### config.mk
export PLATFORM = sky130hd
export DESIGN_NAME = spirometer_flow_volume_peak
export DESIGN_NICKNAME = d
export VERILOG_FILES = /design/src/sfvp_pkg.sv /design/src/sfvp_sqrt.sv /design/src/sfvp_mul.sv /design/src/sfvp_div.sv /design/src/spirometer_flow_volume_peak.sv
export SDC_FILE = /design/constraint.sdc
export NUM_CORES = 1
export LEC_CHECK = 0
export ABC_CLOCK_PERIOD_IN_PS = 7700
export BUFFER_PORTS_ARGS = -buffer_cell sky130_fd_sc_hd__buf_2
export CAP_MARGIN = 20
export CORE_MARGIN = 1.5
export CORE_UTILIZATION = 55
export DETAILED_ROUTE_END_ITERATION = 6
export PLACE_DENSITY_LB_ADDON = 0.15
export SYNTH_ARGS = -nofsm -noshare
export SYNTH_HDL_FRONTEND = slang
export SYNTH_SLANG_ARGS = --single-unit
### constraint.sdc
create_clock -name clock -period 7.7 [get_ports clock]
set_clock_uncertainty 0.2 [all_clocks]
set_input_delay 1.54 -clock clock [delete_from_list [all_inputs] [get_ports clock]]
set_output_delay 1.54 -clock clock [all_outputs]
set_load 0.03 [all_outputs]
### src/sfvp_pkg.sv
// Package for the spirometer flow, volume and peak block.
// Field widths, session constants, register indexes and the controller state type.
// No dependencies.
package sfvp_pkg;

   localparam int PRESS_W = 20;
   localparam int FLOW_W = 21;
   localparam int MAG_W = 20;
   localparam int RAD_W = MAG_W + 8;
   localparam int ROOT_W = RAD_W / 2;
   localparam int SPAN_W = 16;
   localparam int PROD_W = ROOT_W + SPAN_W;
   localparam int FLOW_SHIFT = 10;
   localparam int ACC_W = 40;
   localparam int PEAK_W = 20;
   localparam int IDX_W = 16;
   localparam int FEV1_W = 24;

   localparam int SAMPLE_RATE = 50;
   localparam logic [IDX_W-1:0] FEV1_INDEX = IDX_W'(50);

   // mL = acc * VOL_NUM / VOL_DEN
   localparam int VOL_NUM = 1000;
   localparam int VOL_DEN = 32 * 60 * SAMPLE_RATE;
   localparam int NUM_W = ACC_W + $clog2(VOL_NUM + 1);
   localparam int DEN_W = $clog2(VOL_DEN + 1);

   localparam int CSR_IDX_W = 2;
   localparam int CSR_DATA_W = 20;
   localparam logic [CSR_IDX_W-1:0] CSR_ZERO_OFFSET = CSR_IDX_W'(0);
   localparam logic [CSR_IDX_W-1:0] CSR_SPAN_GAIN = CSR_IDX_W'(1);
   localparam logic [PRESS_W-1:0] ZERO_OFFSET_RESET = PRESS_W'(0);
   localparam logic [SPAN_W-1:0] SPAN_GAIN_RESET = SPAN_W'(2176);

   typedef enum logic [2:0] {
      ST_IDLE,
      ST_SQRT,
      ST_MUL,
      ST_UPDATE,
      ST_FINISH,
      ST_DIV,
      ST_OUT
   } state_type;

endpackage

### src/sfvp_sqrt.sv
// Bit-serial integer square root, two radicand bits per cycle.
// Depends on sfvp_pkg.
module sfvp_sqrt (
   input  logic                       clock,
   input  logic                       reset,
   input  logic                       start,
   input  logic [sfvp_pkg::RAD_W-1:0]  radicand,
   output logic                       done,
   output logic [sfvp_pkg::ROOT_W-1:0] root
);
   import sfvp_pkg::*;

   localparam int REM_W = ROOT_W + 3;
   localparam int CNT_W = $clog2(ROOT_W + 1);

   logic [RAD_W-1:0]  rad_ff, rad_in;
   logic [REM_W-1:0]  rem_ff, rem_in;
   logic [ROOT_W-1:0] root_ff, root_in;
   logic [CNT_W-1:0]  cnt_ff, cnt_in;
   logic              busy_ff, busy_in;
   logic              done_ff, done_in;
   logic [REM_W-1:0]  rem_sh;
   logic [REM_W-1:0]  trial;
   logic              ge;

   always_comb begin
      rem_sh = {rem_ff[REM_W-3:0], rad_ff[RAD_W-1:RAD_W-2]};
      trial = REM_W'({root_ff, 2'b01});
      ge = rem_sh >= trial;
      rad_in = rad_ff;
      rem_in = rem_ff;
      root_in = root_ff;
      cnt_in = cnt_ff;
      busy_in = busy_ff;
      done_in = 1'b0;
      if (start) begin
         rad_in = radicand;
         rem_in = '0;
         root_in = '0;
         cnt_in = CNT_W'(ROOT_W);
         busy_in = 1'b1;
      end else if (busy_ff) begin
         rad_in = {rad_ff[RAD_W-3:0], 2'b00};
         rem_in = ge ? rem_sh - trial : rem_sh;
         root_in = {root_ff[ROOT_W-2:0], ge};
         cnt_in = cnt_ff - CNT_W'(1);
         if (cnt_ff == CNT_W'(1)) begin
            busy_in = 1'b0;
            done_in = 1'b1;
         end
      end
   end

   always_ff @(posedge clock) begin
      rad_ff <= rad_in;
      rem_ff <= rem_in;
      root_ff <= root_in;
      cnt_ff <= cnt_in;
      if (reset) begin
         busy_ff <= 1'b0;
         done_ff <= 1'b0;
      end else begin
         busy_ff <= busy_in;
         done_ff <= done_in;
      end
   end

   assign done = done_ff;
   assign root = root_ff;

endmodule

### src/sfvp_mul.sv
// Shift-add serial multiplier, one multiplier bit per cycle: root times span.
// Depends on sfvp_pkg.
module sfvp_mul (
   input  logic                       clock,
   input  logic                       reset,
   input  logic                       start,
   input  logic [sfvp_pkg::ROOT_W-1:0] root,
   input  logic [sfvp_pkg::SPAN_W-1:0] span,
   output logic                       done,
   output logic [sfvp_pkg::PROD_W-1:0] product
);
   import sfvp_pkg::*;

   localparam int CNT_W = $clog2(ROOT_W + 1);

   logic [PROD_W-1:0] prod_ff, prod_in;
   logic [SPAN_W-1:0] span_ff, span_in;
   logic [CNT_W-1:0]  cnt_ff, cnt_in;
   logic              busy_ff, busy_in;
   logic              done_ff, done_in;
   logic [SPAN_W:0]   sum;

   always_comb begin
      sum = {1'b0, prod_ff[PROD_W-1:ROOT_W]}
            + (prod_ff[0] ? {1'b0, span_ff} : '0);
      prod_in = prod_ff;
      span_in = span_ff;
      cnt_in = cnt_ff;
      busy_in = busy_ff;
      done_in = 1'b0;
      if (start) begin
         prod_in = {{SPAN_W{1'b0}}, root};
         span_in = span;
         cnt_in = CNT_W'(ROOT_W);
         busy_in = 1'b1;
      end else if (busy_ff) begin
         prod_in = {sum, prod_ff[ROOT_W-1:1]};
         cnt_in = cnt_ff - CNT_W'(1);
         if (cnt_ff == CNT_W'(1)) begin
            busy_in = 1'b0;
            done_in = 1'b1;
         end
      end
   end

   always_ff @(posedge clock) begin
      prod_ff <= prod_in;
      span_ff <= span_in;
      cnt_ff <= cnt_in;
      if (reset) begin
         busy_ff <= 1'b0;
         done_ff <= 1'b0;
      end else begin
         busy_ff <= busy_in;
         done_ff <= done_in;
      end
   end

   assign done = done_ff;
   assign product = prod_ff;

endmodule

### src/sfvp_div.sv
// Restoring bit-serial divider by the volume constant, with 24-bit saturation.
// Depends on sfvp_pkg.
module sfvp_div (
   input  logic                       clock,
   input  logic                       reset,
   input  logic                       start,
   input  logic [sfvp_pkg::NUM_W-1:0]  numerator,
   output logic                       done,
   output logic [sfvp_pkg::FEV1_W-1:0] quotient
);
   import sfvp_pkg::*;

   localparam int CNT_W = $clog2(NUM_W + 1);
   localparam logic [DEN_W:0] DEN = (DEN_W + 1)'(VOL_DEN);

   logic [NUM_W-1:0] num_ff, num_in;
   logic [DEN_W-1:0] rem_ff, rem_in;
   logic [CNT_W-1:0] cnt_ff, cnt_in;
   logic             busy_ff, busy_in;
   logic             done_ff, done_in;
   logic [DEN_W:0]   rem_sh;
   logic [DEN_W:0]   rem_sub;
   logic             ge;

   always_comb begin
      rem_sh = {rem_ff, num_ff[NUM_W-1]};
      ge = rem_sh >= DEN;
      rem_sub = rem_sh - DEN;
      num_in = num_ff;
      rem_in = rem_ff;
      cnt_in = cnt_ff;
      busy_in = busy_ff;
      done_in = 1'b0;
      if (start) begin
         num_in = numerator;
         rem_in = '0;
         cnt_in = CNT_W'(NUM_W);
         busy_in = 1'b1;
      end else if (busy_ff) begin
         // quotient bits shift in behind the numerator
         num_in = {num_ff[NUM_W-2:0], ge};
         rem_in = ge ? rem_sub[DEN_W-1:0] : rem_sh[DEN_W-1:0];
         cnt_in = cnt_ff - CNT_W'(1);
         if (cnt_ff == CNT_W'(1)) begin
            busy_in = 1'b0;
            done_in = 1'b1;
         end
      end
   end

   always_ff @(posedge clock) begin
      num_ff <= num_in;
      rem_ff <= rem_in;
      cnt_ff <= cnt_in;
      if (reset) begin
         busy_ff <= 1'b0;
         done_ff <= 1'b0;
      end else begin
         busy_ff <= busy_in;
         done_ff <= done_in;
      end
   end

   assign done = done_ff;
   assign quotient = (|num_ff[NUM_W-1:FEV1_W]) ? '1 : num_ff[FEV1_W-1:0];

endmodule

### src/spirometer_flow_volume_peak.sv
// Top level of the spirometer flow, volume and peak block.
// Depends on sfvp_pkg, sfvp_sqrt, sfvp_mul and sfvp_div.
//
// req channel: one pressure beat per sample, last_sample closes a session.
// rsp channel: one beat per sample with the flow; on the closing sample it
// also carries summary_valid, FEV1 in mL and the peak flow, else those are 0.
// csr port: index 0 zero offset, index 1 span gain; other indexes are ignored.
// Write only while no sample is in flight.
//
// Sequence: a taken sample passes through ST_SQRT, ST_MUL and ST_UPDATE to
// ST_OUT, which loads its rsp beat; the next req beat is taken only once the
// controller is back in ST_IDLE. The sqrt (2 radicand bits per step) and the
// serial multiplier (one root bit per step) set the pace. A closing sample
// adds ST_FINISH and the serial divider for the mL conversion.
// The rsp beat sits in an output register: a stalled receiver does not block
// the next req beat, but a further result waits until that register frees.
// Reset (synchronous) clears session state, restores both csr registers to
// their defaults and drops rsp_valid.
module spirometer_flow_volume_peak (
   input  logic                            clock,
   input  logic                            reset,
   input  logic                            req_valid,
   output logic                            req_stall,
   input  logic signed [sfvp_pkg::PRESS_W-1:0] req_pressure,
   input  logic                            req_last_sample,
   output logic                            rsp_valid,
   input  logic                            rsp_stall,
   output logic signed [sfvp_pkg::FLOW_W-1:0] rsp_flow,
   output logic                            rsp_summary_valid,
   output logic [sfvp_pkg::FEV1_W-1:0]      rsp_fev1_volume,
   output logic [sfvp_pkg::PEAK_W-1:0]      rsp_peak_flow,
   input  logic                            csr_write_enable,
   input  logic [sfvp_pkg::CSR_IDX_W-1:0]   csr_index,
   input  logic [sfvp_pkg::CSR_DATA_W-1:0]  csr_wdata
);
   import sfvp_pkg::*;

   state_type state_ff, state_in;

   logic [PRESS_W-1:0] zero_ff;
   logic [SPAN_W-1:0]  span_ff;

   logic               neg_ff, neg_in;
   logic               last_ff, last_in;
   logic [FLOW_W-1:0]  flow_ff, flow_in;
   logic [FLOW_W-1:0]  prev_ff, prev_in;
   logic [ACC_W-1:0]   acc_ff, acc_in;
   logic [PEAK_W-1:0]  peak_ff, peak_in;
   logic [IDX_W-1:0]   idx_ff, idx_in;
   logic [ACC_W-1:0]   latch_ff, latch_in;
   logic               taken_ff, taken_in;
   logic [PEAK_W-1:0]  peak_res_ff, peak_res_in;

   logic               rsp_valid_ff, rsp_valid_in;
   logic [FLOW_W-1:0]  rsp_flow_ff, rsp_flow_in;
   logic               rsp_sum_ff, rsp_sum_in;
   logic [FEV1_W-1:0]  rsp_fev1_ff, rsp_fev1_in;
   logic [PEAK_W-1:0]  rsp_peak_ff, rsp_peak_in;

   logic               accept;
   logic [FLOW_W-1:0]  c;
   logic [FLOW_W-1:0]  c_abs;
   logic [RAD_W-1:0]   radicand;
   logic               sqrt_done;
   logic [ROOT_W-1:0]  root;
   logic               mul_start;
   logic               mul_done;
   logic [PROD_W-1:0]  product;
   logic               div_start;
   logic               div_done;
   logic [FEV1_W-1:0]  quotient;
   logic [NUM_W-1:0]   numerator;
   logic [FLOW_W-1:0]  m_ext;
   logic [FLOW_W-1:0]  flow_val;
   logic [FLOW_W:0]    pair_sum;
   logic               pair_pos;
   logic [ACC_W:0]     acc_sum;
   logic [ACC_W-1:0]   acc_sat;
   logic               flow_pos;
   logic               started;
   logic               rsp_free;

   assign accept = req_valid && !req_stall;
   assign req_stall = state_ff != ST_IDLE;

   assign c = {req_pressure[PRESS_W-1], req_pressure} - {zero_ff[PRESS_W-1], zero_ff};
   assign c_abs = c[FLOW_W-1] ? -c : c;
   assign radicand = {c_abs[MAG_W-1:0], 8'b0};

   sfvp_sqrt u_sqrt (
      .clock    (clock),
      .reset    (reset),
      .start    (accept),
      .radicand (radicand),
      .done     (sqrt_done),
      .root     (root)
   );

   sfvp_mul u_mul (
      .clock   (clock),
      .reset   (reset),
      .start   (mul_start),
      .root    (root),
      .span    (span_ff),
      .done    (mul_done),
      .product (product)
   );

   sfvp_div u_div (
      .clock     (clock),
      .reset     (reset),
      .start     (div_start),
      .numerator (numerator),
      .done      (div_done),
      .quotient  (quotient)
   );

   // |m| < 2^20, so the signed flow never leaves the 21-bit range
   assign m_ext = {1'b0, product[PROD_W-1:FLOW_SHIFT]};
   assign flow_val = neg_ff ? -m_ext : m_ext;
   assign pair_sum = {prev_ff[FLOW_W-1], prev_ff} + {flow_val[FLOW_W-1], flow_val};
   assign pair_pos = !pair_sum[FLOW_W] && (pair_sum != '0);
   assign acc_sum = {1'b0, acc_ff} + (ACC_W + 1)'(pair_sum[FLOW_W-1:0]);
   assign acc_sat = acc_sum[ACC_W] ? '1 : acc_sum[ACC_W-1:0];
   assign flow_pos = !flow_val[FLOW_W-1] && (flow_val != '0);
   assign started = idx_ff != '0;
   assign numerator = NUM_W'(taken_ff ? latch_ff : acc_ff) * NUM_W'(VOL_NUM);
   assign rsp_free = !rsp_valid_ff || !rsp_stall;

   always_comb begin
      state_in = state_ff;
      neg_in = neg_ff;
      last_in = last_ff;
      flow_in = flow_ff;
      prev_in = prev_ff;
      acc_in = acc_ff;
      peak_in = peak_ff;
      idx_in = idx_ff;
      latch_in = latch_ff;
      taken_in = taken_ff;
      peak_res_in = peak_res_ff;
      rsp_valid_in = rsp_valid_ff && rsp_stall;
      rsp_flow_in = rsp_flow_ff;
      rsp_sum_in = rsp_sum_ff;
      rsp_fev1_in = rsp_fev1_ff;
      rsp_peak_in = rsp_peak_ff;
      mul_start = 1'b0;
      div_start = 1'b0;
      case (state_ff)
         ST_IDLE: begin
            if (accept) begin
               neg_in = c[FLOW_W-1];
               last_in = req_last_sample;
               state_in = ST_SQRT;
            end
         end
         ST_SQRT: begin
            if (sqrt_done) begin
               mul_start = 1'b1;
               state_in = ST_MUL;
            end
         end
         ST_MUL: begin
            if (mul_done) begin
               state_in = ST_UPDATE;
            end
         end
         ST_UPDATE: begin
            flow_in = flow_val;
            prev_in = flow_val;
            if (started) begin
               if (pair_pos) begin
                  acc_in = acc_sat;
               end
               if (flow_pos && (flow_val[PEAK_W-1:0] > peak_ff)) begin
                  peak_in = flow_val[PEAK_W-1:0];
               end
               if (!taken_ff && (idx_ff == FEV1_INDEX)) begin
                  latch_in = pair_pos ? acc_sat : acc_ff;
                  taken_in = 1'b1;
               end
            end
            if (idx_ff != '1) begin
               idx_in = idx_ff + IDX_W'(1);
            end
            state_in = last_ff ? ST_FINISH : ST_OUT;
         end
         ST_FINISH: begin
            div_start = 1'b1;
            peak_res_in = peak_ff;
            prev_in = '0;
            acc_in = '0;
            peak_in = '0;
            idx_in = '0;
            latch_in = '0;
            taken_in = 1'b0;
            state_in = ST_DIV;
         end
         ST_DIV: begin
            if (div_done) begin
               state_in = ST_OUT;
            end
         end
         ST_OUT: begin
            if (rsp_free) begin
               rsp_valid_in = 1'b1;
               rsp_flow_in = flow_ff;
               rsp_sum_in = last_ff;
               rsp_fev1_in = last_ff ? quotient : '0;
               rsp_peak_in = last_ff ? peak_res_ff : '0;
               state_in = ST_IDLE;
            end
         end
         default: begin
            state_in = ST_IDLE;
         end
      endcase
   end

   always_ff @(posedge clock) begin
      if (reset) begin
         state_ff <= ST_IDLE;
      end else begin
         state_ff <= state_in;
      end
   end

   always_ff @(posedge clock) begin
      if (reset) begin
         zero_ff <= ZERO_OFFSET_RESET;
         span_ff <= SPAN_GAIN_RESET;
      end else if (csr_write_enable) begin
         case (csr_index)
            CSR_ZERO_OFFSET: zero_ff <= csr_wdata[PRESS_W-1:0];
            CSR_SPAN_GAIN:   span_ff <= csr_wdata[SPAN_W-1:0];
            default: begin
            end
         endcase
      end
   end

   always_ff @(posedge clock) begin
      neg_ff <= neg_in;
      last_ff <= last_in;
      flow_ff <= flow_in;
      peak_res_ff <= peak_res_in;
      rsp_flow_ff <= rsp_flow_in;
      rsp_sum_ff <= rsp_sum_in;
      rsp_fev1_ff <= rsp_fev1_in;
      rsp_peak_ff <= rsp_peak_in;
      if (reset) begin
         prev_ff <= '0;
         acc_ff <= '0;
         peak_ff <= '0;
         idx_ff <= '0;
         latch_ff <= '0;
         taken_ff <= 1'b0;
         rsp_valid_ff <= 1'b0;
      end else begin
         prev_ff <= prev_in;
         acc_ff <= acc_in;
         peak_ff <= peak_in;
         idx_ff <= idx_in;
         latch_ff <= latch_in;
         taken_ff <= taken_in;
         rsp_valid_ff <= rsp_valid_in;
      end
   end

   assign rsp_valid = rsp_valid_ff;
   assign rsp_flow = rsp_flow_ff;
   assign rsp_summary_valid = rsp_sum_ff;
   assign rsp_fev1_volume = rsp_fev1_ff;
   assign rsp_peak_flow = rsp_peak_ff;

endmodule

==> results of run 1 <==
cell usage after synthesis (14+ instances only):
| cell type | instances |
|---|---|
| nand2_1 | 319 |
| dfxtp_1 | 263 |
| ha_1 | 229 |
| inv_1 | 221 |
| nor2_1 | 215 |
| a21oi_1 | 212 |
| edfxtp_1 | 206 |
| o21ai_0 | 197 |
| fa_1 | 154 |
| clkbuf_1 | 129 |
| nand3_1 | 109 |
| xnor2_1 | 107 |
| mux2i_1 | 64 |
| xor2_1 | 62 |
| a21o_1 | 61 |
| nor3_1 | 55 |
| and2_1 | 53 |
| o21a_1 | 45 |
| nand2b_1 | 43 |
| o31ai_1 | 38 |
| a211oi_1 | 33 |
| or3_1 | 33 |
| and3_1 | 30 |
| nand4_1 | 30 |
| nor4_1 | 25 |
| mux2_2 | 24 |
| nand3b_1 | 19 |
| a31oi_1 | 18 |
| a32o_1 | 18 |
| o211ai_1 | 18 |
| a22oi_1 | 17 |
| o2bb2ai_1 | 17 |
| o21bai_1 | 16 |
| nor2b_1 | 14 |
kinds of logic (layout without fill, tap and decap cells):
logic type | count (synthesis) | in the layout | synth area share
compound gates | 783 | 783 | 0.162
flops | 469 | 469 | 0.369
simple gates | 990 | 990 | 0.153
fa+ha+maj | 383 | 383 | 0.192
mux | 88 | 88 | 0.0294
buf+inv | 370 | 474 | 0.0459
other cells | 0 | 1 | 0
xor+xnor | 169 | 169 | 0.0478
critical path, delay by kind of cell, from the launching register on:
kind,cells,cell delay [ps]
AND/OR/NAND/NOR,10,2050
XOR/XNOR,1,330
adder cells (fa/ha/maj),3,990
AO/OA/AOI/OAI,8,1920
flip-flops,1,460
buffers and inverters,4,610
worst max-delay path by stage:
stage                                      from                          to  slack, ps  depth (start not counted)
floorplan                 taken_ff$_SDFFE_PP0P_  u_div.num_ff[49]$_DFFE_PP_       1370                         22
global placement          taken_ff$_SDFFE_PP0P_  u_div.num_ff[48]$_DFFE_PP_       1030                         19
detailed placement        taken_ff$_SDFFE_PP0P_  u_div.num_ff[48]$_DFFE_PP_       1030                         19
CTS                       taken_ff$_SDFFE_PP0P_  u_div.num_ff[48]$_DFFE_PP_        990                         19
global route        u_mul.product[10]$_DFFE_PP_     acc_ff[31]$_SDFFE_PP0P_        360                         26
finish              u_mul.product[10]$_DFFE_PP_   latch_ff[33]$_SDFFE_PP0P_        990                         26
routing by layer:
metal | wire length [um] | part of all wire | track usage
met5 | 0 | 0 | 0
met4 | 2100 | 0.028 | 0.0806
met3 | 3500 | 0.047 | 0.0302
met2 | 35600 | 0.48 | 0.449
met1 | 32900 | 0.44 | 0.340
power by group through the flow:
| stage | registers (mW) | clock network [mW] | logic [mW] |
|---|---|---|---|
| after global placement | 2.91 | 0 | 1.26 |
| after detailed placement | 2.92 | 0 | 1.29 |
| after CTS | 2.87 | 2.73 | 1.30 |
| after global routing | 2.89 | 2.82 | 1.47 |
| final | 2.87 | 2.69 | 1.32 |
| after floorplan | 2.87 | 0 | 1.03 |
sequential cells by signal, summed over array words and instances (netlist names), 3 cells and up:
register,cells
span_ff,16
u_mul.cnt_ff,4
state_ff,3
u_div.rem_ff,17
rsp_fev1_volume,24
u_mul.product,30
peak_ff,20
u_sqrt.rad_ff,20
u_sqrt.rem_ff,15
acc_ff,40
flow_ff,21
zero_ff,20
u_div.num_ff,50
u_sqrt.root,14
latch_ff,40
rsp_peak_flow,20
rsp_flow,21
u_mul.span_ff,16
u_sqrt.cnt_ff,4
peak_res_ff,20
prev_ff,21
u_div.cnt_ff,6
idx_ff,16
through the flow:
step                instance area (um2)  std cells
floorplan                         31000       3252
global placement                  32300       4005
detailed placement                32300       4005
CTS                               34100       4099
global route                      34200       4104
finish                            34200       4105
final cells by class:
cell class	instances	area, um2
fill	4651	21200
clock inverter	23	358
antenna	1	2.50
sequential	469	11500
clock buffer	71	1520
inverter	224	841
tap	748	936
timing repair buffer	156	921
multi-input combinational	2413	18200
==> impl_metrics.tcl, run 1 <==
set metrics [dict create \
    cts_resized 0 \
    final.period_utilization 0.871 \
    clkPwrFrac 0.391 \
    vias_per_cell 5.85 \
    grt_pass1_wl_um 122000 \
    drive_gt1_frac 0.0921 \
    clockRootBuffer "clkbuf_16" \
    drt_wl_total_um 74100 \
    crit_required_ps 7960 \
    synth_cell_types 80 \
    leakage_nw 14.5 \
    ir_drop_mv 0.177 \
    ioPinCount 116 \
    area_delta_synth_final_pct 10.4 \
    syn_area_mm2 0.0310 \
    ff2ff_path_depth 26 \
    clkSinkCount 469 \
    total_power_mw 6.88 \
    hold_buffers 0 \
    synth_warnings 0 \
    reg2reg_to "latch_ff[33]$_SDFFE_PP0P_" \
    drv_slew 0 \
    holdWs_ps 213 \
    grt.total_usage 0.260 \
    ff2ff_setup_slack_ps 990 \
    worst_slack_ps 991 \
    cts_max_path_buffers 3 \
    num_vias 24000 \
    dpl.hpwl_um 55600 \
    synth-seq-cells 469 \
    crit_path_end_kind "flop" \
    port_buffers 115 \
    setup_viol 0 \
    synth-edff-count 206 \
    setup_tns_ps 0 \
    avgSynthCellArea_um2 9.53 \
    r2r-start "u_mul.product[10]$_DFFE_PP_" \
    layout_min_cycle_time_ps 6710 \
    grt_max_degree 84 \
    drv_cap 0 \
    pre_cts_slack_ps 1030 \
    hold_path_end "rsp_flow[1]$_DFFE_PP_" \
    gr-total-overflow 0 \
    synth_top_area_frac 0.200 \
    drcViolationCount 0 \
    first_pass_iters 6 \
    synth_top_area_cell "edfxtp_1" \
    drt-initial-drc-count 1407 \
    drt-wirelength-per-cell_um 18.0 \
    die_y_um 240 \
    gp_congestion 0.908 \
    combPwrFrac 0.192 \
    async_flop_share 0 \
    sw_frac_of_total 0.279 \
    hp-start "flow_ff[1]$_DFFE_PP_" \
    ys_seq_area_frac 0.369 \
    clock_latency_ps 610 \
    power_density_mw_per_mm2 201 \
    min_path_cells 0 \
    dieArea_mm2 0.0578 \
    clkSlewWorstSetupHoldPaths_ps 60 \
    power_frac_seq 0.417 \
    critPathKind "reg2reg" \
    arrival_ps 6970 \
    fin_util 0.617 \
    intPower_mw 4.96 \
    start_util 0.559 \
    slowest_delay_ps 460 \
    syn_inst 3252 \
    core_mm2 0.0554 \
    ant_nets 0 \
    switchingPower_mw 1.92 \
    final_hold_viol_count 0 \
    layout_commonest_cell "nand2_1" \
    std_cell_rows 86 \
    hold_class "reg2reg" \
    fmax_ghz 0.149 \
    grt_pass1_vias 23900 \
    synthTopCellsByArea "edfxtp_1, dfxtp_1, fa_1" \
    cts_tree "done" \
    most-common-layout-cells "nand2_1, dfxtp_1, ha_1" \
    slew_headroom 0.318 \
    startpoint_type "flop" \
    antenna_found_initial 2 \
    worst_pin_slew_ps 1020 \
    fin_nets 3745 \
    ys.flop_type "dfxtp_1" \
    rsz0062_at_grt "false" \
    crit_path_max_fanout 9 \
    die_x_um 240 \
    syn-num-nets 3683 \
    slowest_stage "edfxtp_1" \
    cts_buffers 50 \
    status "finished, final reports clean" \
    htree_levels 2 \
    post_cts.repair.setup_buffers 0 \
]
Note: power is estimated with default switching activity, not from simulation.
==> run 2, diff against run 1 <==
CORE_ASPECT_RATIO = 0.8   (was unset)
==> impl_metrics.tcl, run 2 (same netlist as run 1, synthesis figures left out) <==
set metrics [dict create \
    layout_min_cycle_time_ps 7050 \
    clockRootBuffer "clkbuf_16" \
    most-common-layout-cells "nand2_1, dfxtp_1, ha_1" \
    clkSinkCount 469 \
    cts_tree "done" \
    power_density_mw_per_mm2 200 \
    cts_buffers 49 \
    crit_required_ps 7970 \
    setup_viol 0 \
    fin_util 0.616 \
    diodes 0 \
    holdWs_ps 219 \
    startpoint_type "flop" \
    ir_drop_mv 0.168 \
    area_delta_synth_final_pct 10.3 \
    post_cts.repair.setup_buffers 0 \
    worst_pin_slew_ps 1180 \
    total_power_mw 6.84 \
    final.period_utilization 0.915 \
    multi_input_area_mm2 0.0182 \
    top_regs "u_div.num_ff: 50 flops, acc_ff: 40 flops, latch_ff: 40 flops" \
    grt_pass1_vias 23500 \
    rsz0062_at_grt "false" \
    hp-start "flow_ff[5]$_DFFE_PP_" \
    critPathKind "reg2reg" \
    gr-total-overflow 0 \
    grt_pass1_wl_um 120000 \
    dieArea_mm2 0.0578 \
    vias_per_cell 5.81 \
    std_cell_rows 77 \
    antenna_found_initial 0 \
    largest_register_ff_count 50 \
    drive_gt1_frac 0.0914 \
    layout_commonest_cell "nand2_1" \
    cp-startpoint "u_mul.product[10]$_DFFE_PP_" \
    num_vias 23900 \
    drv_cap 0 \
    drt-wirelength-per-cell_um 17.4 \
    ioPinCount 116 \
    drt-initial-drc-count 1766 \
    ant_nets 0 \
    clock_latency_ps 610 \
    placed_area_mm2 0.0323 \
    drt_wl_total_um 71700 \
    htree_levels 2 \
    fillerInstances 4678 \
    hold_buffers 0 \
    top_register "u_div.num_ff" \
    arrival_ps 7310 \
    final_hold_viol_count 0 \
    cts_max_path_buffers 3 \
    core_mm2 0.0555 \
    gp_congestion 0.905 \
    fmax_ghz 0.142 \
    fin_area_mm2 0.0342 \
    setup_tns_ps 0 \
    leakage_nw 14.5 \
    first_pass_iters 6 \
    crit_path_end_kind "flop" \
    clkSlewWorstSetupHoldPaths_ps 60 \
    grt_max_degree 105 \
    register_area_mm2 0.0115 \
    hold_class "reg2reg" \
    drcViolationCount 0 \
    drv_slew 0 \
    slew_headroom 0.207 \
    grt.total_usage 0.253 \
    fin_nets 3749 \
    port_buffers 115 \
    status "finished, final reports clean" \
    dpl.hpwl_um 53400 \
    start_util 0.559 \
    die_x_um 268 \
    die_y_um 215 \
    crit_path_max_fanout 9 \
    r2r-start "u_mul.product[10]$_DFFE_PP_" \
]
run 2: worst max-delay path, cell delays in order, from the launching register on:
cell,delay (ps)
edfxtp_1,460
inv_1,190
ha_1,190
nand2b_1,80
nand2b_1,210
o41ai_1,470
xor2_1,370
inv_1,210
ha_1,430
and3_1,200
nand4_1,90
or3_1,380
a211oi_1,250
o21ai_0,160
a21boi_0,330
nor2_1,110
ha_1,400
nand4_1,130
or2_2,310
o211ai_1,210
inv_1,110
a21oi_1,150
buf_4,190
and2_0,370
mux2_2,380
o31ai_1,220
nor3_1,80
run 2: path summary, 6_finish.rpt:
check / end / slack [ps] / cells after the start
setup / recovery: acc_ff[31]$_SDFFE_PP0P_ / 650 / 26
hold / removal: rsp_flow[5]$_DFFE_PP_ / 220 / 0
setup reg to reg: acc_ff[31]$_SDFFE_PP0P_ / 650 / 26
hold reg to reg: rsp_flow[5]$_DFFE_PP_ / 220 / 0
run 2: routing by layer:
metal / GRT usage / share of wire / vias up / wire length [um]
met3: 0.0333 / 0.049 / 66 / 3550
met4: 0.0560 / 0.015 / 0 / 1100
li1: - / - / 11700 / -
met5: 0 / 0 / - / 0
met1: 0.374 / 0.49 / 11500 / 35200
met2: 0.397 / 0.44 / 573 / 31800
run 2: repair_timing:
action,CTS,global route
setup endpoints to repair,0,7
endpoints found under the hold margin,0,0
gates resized for setup,0,2
run 2: power breakdown:
group,switching [mW],internal (mW)
Clock,1.04,1.60
Sequential,0.111,2.75
Combinational,0.781,0.561
Total,1.93,4.90
run 2: layout make-up:
type	count	share of cell area
Sequential cell	469	0.335
Timing Repair Buffer	161	0.0284
Inverter	224	0.0246
Clock buffer	65	0.0400
Tap cell	750	0.0274
Clock inverter	27	0.0128
Multi-Input combinational cell	2413	0.532
run 2: through the flow:
stage          std cells  setup slack [ps]
6_report            4109               655
5_1_grt             4109              2.11
4_1_cts             4107               594
3_5_place_dp        4015               677
3_3_place_gp        4013               911
2_1_floorplan       3252              1370
